### config.mk
export PLATFORM = sky130hd
export DESIGN_NAME = tls_app_record_deframer
export DESIGN_NICKNAME = d
export VERILOG_FILES = /design/src/design/trd_pkg.sv /design/src/design/trd_parser.sv /design/src/design/tls_app_record_deframer.sv
export SDC_FILE = /design/constraint.sdc
export NUM_CORES = 1
export LEC_CHECK = 0
export BUFFER_PORTS_ARGS = -buffer_cell sky130_fd_sc_hd__buf_2
export CAP_MARGIN = 20
export CORE_MARGIN = 4
export CORE_UTILIZATION = 48
export DETAILED_ROUTE_END_ITERATION = 8
export GPL_TIMING_DRIVEN = 0
export PLACE_DENSITY = 0.67
export SYNTH_ARGS = -nofsm -noshare
export SYNTH_HDL_FRONTEND = slang
export SYNTH_SLANG_ARGS = --single-unit
### constraint.sdc
create_clock -name i_clk -period 2.72 [get_ports i_clk]
set_input_delay 0.272 -clock i_clk [delete_from_list [all_inputs] [get_ports i_clk]]
set_output_delay 0.272 -clock i_clk [all_outputs]
set_load 0.01 [all_outputs]
### src/design/trd_pkg.sv
`timescale 1ns / 1ps
// ----------------------------------------------------------------------------
// trd_pkg
// shared types and constants of the record deframer
// ----------------------------------------------------------------------------
package trd_pkg;

    // record type byte expected after reset (application data)
    localparam logic [7:0] RECORD_TYPE_RESET = 8'h17;

    // header walk, one-hot
    typedef enum logic [6:0] {
        ST_TYPE    = 7'b0000001,
        ST_VER1    = 7'b0000010,
        ST_VER2    = 7'b0000100,
        ST_LEN_HI  = 7'b0001000,
        ST_LEN_LO  = 7'b0010000,
        ST_PAYLOAD = 7'b0100000,
        ST_HALT    = 7'b1000000
    } t_state;

    // one result word
    typedef struct packed {
        logic [7:0] payload_byte;
        logic       last_in_record;
        logic       framing_error;
    } t_result;

endpackage

### src/design/trd_parser.sv
`timescale 1ns / 1ps
// ----------------------------------------------------------------------------
// trd_parser
// record header walker: consumes one byte per advance, emits payload and error words
// ----------------------------------------------------------------------------
module trd_parser
    import trd_pkg::*;
(
    input  logic       i_clk,
    input  logic       i_rst_n,
    input  logic       i_valid,       // byte held in input register
    input  logic [7:0] i_byte,
    input  logic [7:0] i_expected,    // required record type
    input  logic       i_out_free,    // result register can load
    output logic       o_advance,     // byte consumed this cycle
    output logic       o_res_valid,   // a result word is produced
    output t_result    o_res
);

    t_state      r_state,     n_state;
    logic [7:0]  r_len_hi,    n_len_hi;
    logic [15:0] r_remaining, n_remaining;
    logic        produces;

    // does the byte in hand make a result word
    always_comb begin
        produces = 1'b0;
        unique case (r_state)
            ST_VER1, ST_VER2, ST_LEN_HI, ST_LEN_LO, ST_HALT: produces = 1'b0;
            ST_PAYLOAD: produces = 1'b1;
            default:    produces = (i_byte != i_expected);
        endcase
    end

    assign o_advance   = i_valid && (!produces || i_out_free);
    assign o_res_valid = o_advance && produces;

    always_comb begin
        n_state     = r_state;
        n_len_hi    = r_len_hi;
        n_remaining = r_remaining;
        o_res       = '0;
        unique case (r_state)
            ST_VER1:   n_state = ST_VER2;
            ST_VER2:   n_state = ST_LEN_HI;
            ST_LEN_HI: begin
                n_len_hi = i_byte;
                n_state  = ST_LEN_LO;
            end
            ST_LEN_LO: begin
                n_remaining = {r_len_hi, i_byte};
                // empty record goes straight back to the type byte
                n_state = ({r_len_hi, i_byte} == 16'd0) ? ST_TYPE : ST_PAYLOAD;
            end
            ST_PAYLOAD: begin
                n_remaining          = r_remaining - 16'd1;
                o_res.payload_byte   = i_byte;
                o_res.last_in_record = (r_remaining == 16'd1);
                if (r_remaining == 16'd1) begin
                    n_state = ST_TYPE;
                end
            end
            ST_HALT: n_state = ST_HALT;
            default: begin
                if (i_byte != i_expected) begin
                    o_res.framing_error = 1'b1;
                    n_state = ST_HALT;
                end else begin
                    n_state = ST_VER1;
                end
            end
        endcase
    end

    always_ff @(posedge i_clk) begin
        if (!i_rst_n) begin
            r_state     <= ST_TYPE;
            r_len_hi    <= 8'd0;
            r_remaining <= 16'd0;
        end else if (o_advance) begin
            r_state     <= n_state;
            r_len_hi    <= n_len_hi;
            r_remaining <= n_remaining;
        end
    end

    a_halt_sticks: assert property (@(posedge i_clk) disable iff (!i_rst_n)
        r_state == ST_HALT |=> r_state == ST_HALT)
        else $error("halt state left before reset");

    a_payload_nonzero: assert property (@(posedge i_clk) disable iff (!i_rst_n)
        r_state == ST_PAYLOAD |-> r_remaining != 16'd0)
        else $error("payload state with nothing remaining");

    a_last_ends_record: assert property (@(posedge i_clk) disable iff (!i_rst_n)
        o_advance && r_state == ST_PAYLOAD && r_remaining == 16'd1
        |=> r_state == ST_TYPE)
        else $error("record did not end after its last byte");

endmodule

### src/design/tls_app_record_deframer.sv
`timescale 1ns / 1ps
// ----------------------------------------------------------------------------
// tls_app_record_deframer
// strips application-data record headers from a byte stream
// ----------------------------------------------------------------------------
// path: an accepted payload byte goes through the input register, then the
//   result register, to the master side; a busy master side holds it back
// throughput: one byte per cycle unless master stalls; single-pass header walker
// reset: synchronous active low; clears the header walk (with its halt state),
//   both valid flags and restores the expected type to 0x17
// ----------------------------------------------------------------------------
module tls_app_record_deframer
    import trd_pkg::*;
(
    input  logic       i_clk,
    input  logic       i_rst_n,
    // configuration write channel
    input  logic       i_cfg_valid,
    output logic       o_cfg_ready,
    input  logic [7:0] i_cfg_data,    // expected_record_type
    // slave side: framed byte stream
    input  logic       i_s_tvalid,
    output logic       o_s_tready,
    input  logic [7:0] i_s_tdata,     // [7:0] data_byte
    // master side: payload words
    output logic       o_m_tvalid,
    input  logic       i_m_tready,
    output logic [7:0] o_m_tdata,     // [7:0] payload_byte
    output logic       o_m_tlast,     // last_in_record
    output logic       o_m_tuser      // [0] framing_error
);

    logic [7:0] r_expected;
    logic       r_in_valid;
    logic [7:0] r_in_byte;
    logic       r_out_valid;
    t_result    r_out;
    logic       out_free;
    logic       advance;
    logic       res_valid;
    t_result    res;

    // register write is always taken; new value applies from the next type byte
    assign o_cfg_ready = 1'b1;

    always_ff @(posedge i_clk) begin
        if (!i_rst_n) begin
            r_expected <= RECORD_TYPE_RESET;
        end else if (i_cfg_valid) begin
            r_expected <= i_cfg_data;
        end
    end

    // result register is free when empty or being drained this cycle
    assign out_free   = !r_out_valid || i_m_tready;
    // input register refills while its byte moves on
    assign o_s_tready = !r_in_valid || advance;

    always_ff @(posedge i_clk) begin
        if (!i_rst_n) begin
            r_in_valid <= 1'b0;
        end else if (o_s_tready) begin
            r_in_valid <= i_s_tvalid;
        end
    end

    always_ff @(posedge i_clk) begin
        if (o_s_tready && i_s_tvalid) begin
            r_in_byte <= i_s_tdata;
        end
    end

    // header walk and payload count
    trd_parser u_parser (
        .i_clk       (i_clk),
        .i_rst_n     (i_rst_n),
        .i_valid     (r_in_valid),
        .i_byte      (r_in_byte),
        .i_expected  (r_expected),
        .i_out_free  (out_free),
        .o_advance   (advance),
        .o_res_valid (res_valid),
        .o_res       (res)
    );

    // result register: header bytes and halted input leave it untouched
    always_ff @(posedge i_clk) begin
        if (!i_rst_n) begin
            r_out_valid <= 1'b0;
        end else if (out_free) begin
            r_out_valid <= res_valid;
        end
    end

    always_ff @(posedge i_clk) begin
        if (res_valid) begin
            r_out <= res;
        end
    end

    assign o_m_tvalid = r_out_valid;
    assign o_m_tdata  = r_out.payload_byte;
    assign o_m_tlast  = r_out.last_in_record;
    assign o_m_tuser  = r_out.framing_error;

    a_error_word_clean: assert property (@(posedge i_clk) disable iff (!i_rst_n)
        o_m_tvalid && o_m_tuser |-> o_m_tdata == 8'd0 && !o_m_tlast)
        else $error("error word carries payload");

    a_in_held: assert property (@(posedge i_clk) disable iff (!i_rst_n)
        r_in_valid && !advance |=> r_in_valid && $stable(r_in_byte))
        else $error("stalled input byte lost");

    a_nothing_after_error: assert property (@(posedge i_clk) disable iff (!i_rst_n)
        o_m_tvalid && o_m_tuser && i_m_tready |=> !o_m_tvalid)
        else $error("word emitted after framing error");

endmodule

Word-level counts from Yosys, hierarchy flattened:

Cells that the tools add are included.

* output and inout bits: 13
* word-level logic and storage cells: 43
* register bits after elaboration: 59
* input port bits: 21

* add/subtract/negate cells: 1
* reduce and logical (&&, ||, !) cells: 16
* multiplexer cells: 7
* equal/unequal tests: 9

Operator list (number)
* 7-bit case mux with 6 select lines: 1
* 16-bit case mux with 2 select lines: 1
* 16-bit by 1-bit equality test with 1-bit output (second input constant): 1
* 16-bit logical NOT: 1
* 16-bit by 1-bit subtractor with 16-bit output (second input constant): 1
* 7-bit 2-to-1 mux: 2
* 8-bit inequality test: 1
* 7-bit by 2-bit equality test with 1-bit output (second input constant): 1
* 7-bit by 3-bit equality test with 1-bit output (second input constant): 1
* 7-bit by 4-bit equality test with 1-bit output (second input constant): 1
* 7-bit by 5-bit equality test with 1-bit output (second input constant): 1
* 7-bit by 6-bit equality test with 1-bit output (second input constant): 1
* 7-bit equality test (second input constant): 1
* 6-bit 2-to-1 mux: 1
* 2-bit AND reduction: 3
* 6-bit OR reduction: 1
* 5-bit OR reduction: 1
* 1-bit logical AND: 3
* 1-bit logical NOT: 3
* 1-bit logical OR: 3
* 2-bit by 1-bit inequality test with 1-bit output (second input constant): 1
* 1-bit case mux with 2 select lines: 1
* 2-bit nonzero test: 1
* 1-bit 2-to-1 mux: 1

Longest topological paths before layout:

* word-level depth: 8
* depth in mapped cells: 8
* depth with buffers taken out: 7

Hierarchy:

A second synthesis with hierarchy kept.

* cells, all modules: 309
* area total of the unflattened synthesis: 2932.8 um^2

By module, submodules not included
* trd_parser: area an instance 2003.2 um^2, cells an instance 254, sequential area each 620.6 um^2, times used 1
* tls_app_record_deframer: area an instance 929.6 um^2, cells an instance 55, sequential area each 740.7 um^2, times used 1

Worst setup path before layout:

Ideal clock, no wire load.

* path type: register to register
* start point: register u_parser.r_state[5]
* end point: register r_out (netlist bit o_m_tdata[0]) (enable)
* clock period less this slack: 2218 ps
* required time: 2344 ps
* arrival time: 1842 ps
* stages on the path, launching flop included: 9
* slack: 502 ps
* cells stage by stage: dfxtp_1 -> clkbuf_1 -> xor2_1 -> a211oi_1 -> a2bb2oi_1 -> nand2_1 -> inv_1 -> o21ai_1 -> nor2_1

* longest elaborated chain between the ends: 7

RTL lines
* start, declared: line trd_parser.sv:20 `t_state r_state, n_state;`
* start signal, assigned: line trd_parser.sv:81 `r_state <= n_state;`
* 7-bit by 2-bit equality test with 1-bit output, or another cell as far along: line trd_parser.sv:28 `unique case (r_state)`
* 5-bit OR reduction: line trd_parser.sv:28
* 1-bit case mux with 2 select lines *: line trd_parser.sv:28
* 1-bit logical NOT: line trd_parser.sv:35 `assign o_advance = i_valid && (!produces || i_out_free);`
* 1-bit logical OR: line trd_parser.sv:35
* 1-bit logical AND: line trd_parser.sv:35
* 1-bit logical AND *: line trd_parser.sv:36 `assign o_res_valid = o_advance && produces;`
* via res_valid: line tls_app_record_deframer.sv:40 `logic res_valid;`
* end signal, assigned: line tls_app_record_deframer.sv:97 `r_out <= res;`
* end, declared: line tls_app_record_deframer.sv:37 `t_result r_out;`

The timed path passes the listed nets; every way through them passes the cells marked *.
A chain may end at the register's enable or synchronous reset.

Worst setup path after layout:

* start point: register u_parser.r_state[6]
* end point: output port o_s_tready

* longest elaborated chain between the ends: 7

RTL lines
* 7-bit by 2-bit equality test with 1-bit output, or another cell as far along: line trd_parser.sv:28
* 5-bit OR reduction: line trd_parser.sv:28
* 1-bit case mux with 2 select lines *: line trd_parser.sv:28
* 1-bit logical NOT *: line trd_parser.sv:35
* 1-bit logical OR *: line trd_parser.sv:35
* 1-bit logical AND *: line trd_parser.sv:35
* 1-bit logical OR *: line tls_app_record_deframer.sv:57 `assign o_s_tready = !r_in_valid || advance;`
* end, declared: line tls_app_record_deframer.sv:23 `output logic o_s_tready,`

Mark *: on every way between the ends. The rest lies on a longest branch, timed or not.

==> impl_metrics.toml <==
[status]
status = "completed"

[setup_path]
crit_fanout = 10
cp_slowest_cell = "or2_2"
path_depth = 9
path_class = "flop to output port"
cp_num_buf_inv = 3
required_ns = 2.45
critPathMaxStageDelay_ns = 0.31
crit_path_start_kind = "flop"
worstPathArrival_ns = 2.28
path_cells = "clkbuf_4 > xor2_1 > a211oi_2 > a2bb2oi_1 > nand2_2 > inv_1 > o21ai_2 > or2_2 > buf_2"
worstRegToRegCells = 8
crit_path_end_kind = "output port"
cp_top_family = "compound AO/OA/AOI/OAI gates"

[power_and_ir_drop]
p_per_area_nw_per_um2 = 522
peakVddDrop_mv = 0.442
leakagePower_nw = 1.35

[clock_network]
clk_pin_slew_ns = 0.06
cts_made_buffers = 9
cts_tree = "built"
cts.sinks = 59
clock_latency_ns = 0.33
clockRootBuffer = "clkbuf_8"
ctsHoldBuffers = 0
clockBufferDepth = 2
htreeDepth = 3

[placement]
io_buffers = 31
place.gp.congestion = 0.970
dp_hpwl_um = 4780
place_area_um2 = 3110

[sta]
finalHoldViolCount = 0
setup_viol = 0
relSlewSlack_pct = 49.1
max_freq_mhz = 391
period_share_pct = 94.0
tightest_slew_ns = 0.761
period_needed_ns = 2.56
skew_ns = 0.00575
rsz0062_at_grt = "false"
final.setup.tns_ns = 0
drv_slew = 0

[routing]
routed_via_density = 5.59
drt-initial-drc-count = 309
post-route-drc-count = 0
vias = 2404
totalWireLength_um = 6810
wl_per_cell_um = 15.8
first_pass_iters = 5
drt.antenna.violating_nets = 0

[final_layout]
final_util_pct = 59.5
design_area_um2 = 3360
finalNetCount = 376
n_antenna_cell = 0
area_growth_pct = 17.5
layout-drive-gt1-share_pct = 22.1

[logic_synthesis]
synth_area_um2 = 2860
yosys_warnings = 0
ys_ff_latch = 59
postSynth.asyncResetShare_pct = 0
ys_types = 53
synthCells = 304
synth_edf_count = 18
ys_seq_area_share_pct = 47.6
syn_avg_cell_area_um2 = 9.41
synth_ff_type = "dfxtp_1"
syn-num-nets = 327

[global_route]
top_usage_layer = "met2"
grt_util_met2_pct = 29.1
first_global_vias = 2257
antenna_found_initial = 0
globalRouteTotalUtil_pct = 19.6
use_met1_pct = 28.4
overflow = 0
grt_max_degree = 11
grt_pass1_wl_um = 11200
met3_usage_pct = 3.88

[floorplanning]
rows = 27
die_y_um = 85.2
fp.dieW_um = 85.2
die_area_um2 = 7260
pin_count = 34
start_util_pct = 50.7
core_area_um2 = 5640

[job]
maxCapViolCount = 0

[min_path]
min_path_type = "input pin to flop"
holdPathStages = 1
## layer usage
metal	part of all wire, %	routed length, µm
met1	48	3280
met2	45	3080
met3	5.8	397
met4	0.78	53
met5	0	0
## cells by family after synthesis
logic type | Yosys count | synth area share (%)
xor gates and xnor gates | 10 | 3.06
DFF | 59 | 47.6
muxes | 20 | 7.00
AOI/OAI and AO/OA | 71 | 16.0
buffers and inverters | 28 | 4.33
and+or+nand+nor | 113 | 21.0
adders and majority gates | 2 | 0.875
other | 1 | 0.131
## area by class of cell
class | count | area, µm²
multi-input combinational | 217 | 1410
timing repair buffer | 40 | 223
fill | 502 | 2280
buffer | 17 | 85.1
clock buffer | 11 | 131
tap | 72 | 90.1
inverter | 9 | 33.8
clock inverter | 5 | 30.0
sequential | 59 | 1360
## metrics by stage
| stage | setup slack, ns | power (W) | hold WS (ns) | cells |
|---|---|---|---|---|
| final | 0.164 | 0.00175 | 0.115 | 430 |
| after global placement | 0.0531 | 0.00109 | 0.449 | 407 |
| after detailed placement | 0.0188 | 0.00109 | 0.450 | 407 |
| after global routing | 0.0294 | 0.00183 | 0.0967 | 430 |
| after CTS | 0.0772 | 0.00175 | 0.105 | 421 |
| after floorplan | 0.502 | 0.00104 | 0.371 | 304 |
## registers in the layout (all words and copies together) (netlist names), 7 cells and up
name and count:
u_parser.r_state 7, o_m_tdata 8, r_in_byte 8, u_parser.r_len_hi 8, r_expected 8, u_parser.r_remaining 16
## report_power, final
part | internal [W] | leakage (nW) | switching (W) | total (W)
registers | 0.000932 | 0.506 | 0.0000221 | 0.000954
logic | 0.0000588 | 0.768 | 0.0000744 | 0.000133
clock network | 0.000326 | 0.0791 | 0.000340 | 0.000666
## what timing repair did
item                                    CTS  global route
resized for setup                         3             4
endpoints found under the setup margin   11            11
buffers inserted                          0             9
pin swaps                                 0             2
hold endpoints to repair                  0             0
## worst paths after layout
| kind | from | endpoint | slack [ns] |
|---|---|---|---|
| min | i_s_tdata[6] | r_in_byte[6] | 0.11 |
| max | u_parser.r_state[6] | o_s_tready | 0.16 |
| max reg2reg | u_parser.r_state[6] | o_m_tdata[6] | 0.23 |
| min reg2reg | u_parser.r_remaining[14] | u_parser.r_remaining[14] | 0.48 |
## cell usage after synthesis (7+ instances only)
cell type  instances  area share, %
edfxtp_1          18             19
clkbuf_1           9            1.2
mux2i_1           20            7.0
nor4_1             9            2.0
inv_1              8            1.0
o21ai_0           19            3.3
and2_1            10            2.2
nor2_1            32            4.2
nand2_1           24            3.1
a21oi_1           19            3.3
nand4_1            7            1.5
xor2_1            10            3.1
dfxtp_1           41             29
## cell usage in the layout (no fill, tap or decap), drive strengths merged, types with 2 or more instances in the layout
| cell | instances |
|---|---|
| and2 | 11 |
| edfxtp | 18 |
| o31ai | 3 |
| nand3 | 6 |
| nand2b | 3 |
| nor2 | 34 |
| dfxtp | 41 |
| inv | 9 |
| a22oi | 3 |
| clkinv | 3 |
| ha | 2 |
| a31oi | 4 |
| clkbuf | 19 |
| and3 | 2 |
| buf | 49 |
| mux2i | 20 |
| nor2b | 3 |
| nand4b | 2 |
| nand4 | 7 |
| o22ai | 3 |
| a21oi | 19 |
| nand2 | 24 |
| o32ai | 2 |
| xor2 | 10 |
| nor3 | 4 |
| a211oi | 7 |
| nor4b | 3 |
| nor4 | 10 |
| clkinvlp | 2 |
| o21ai | 22 |
Note: power is estimated with default switching activity, not from simulation.
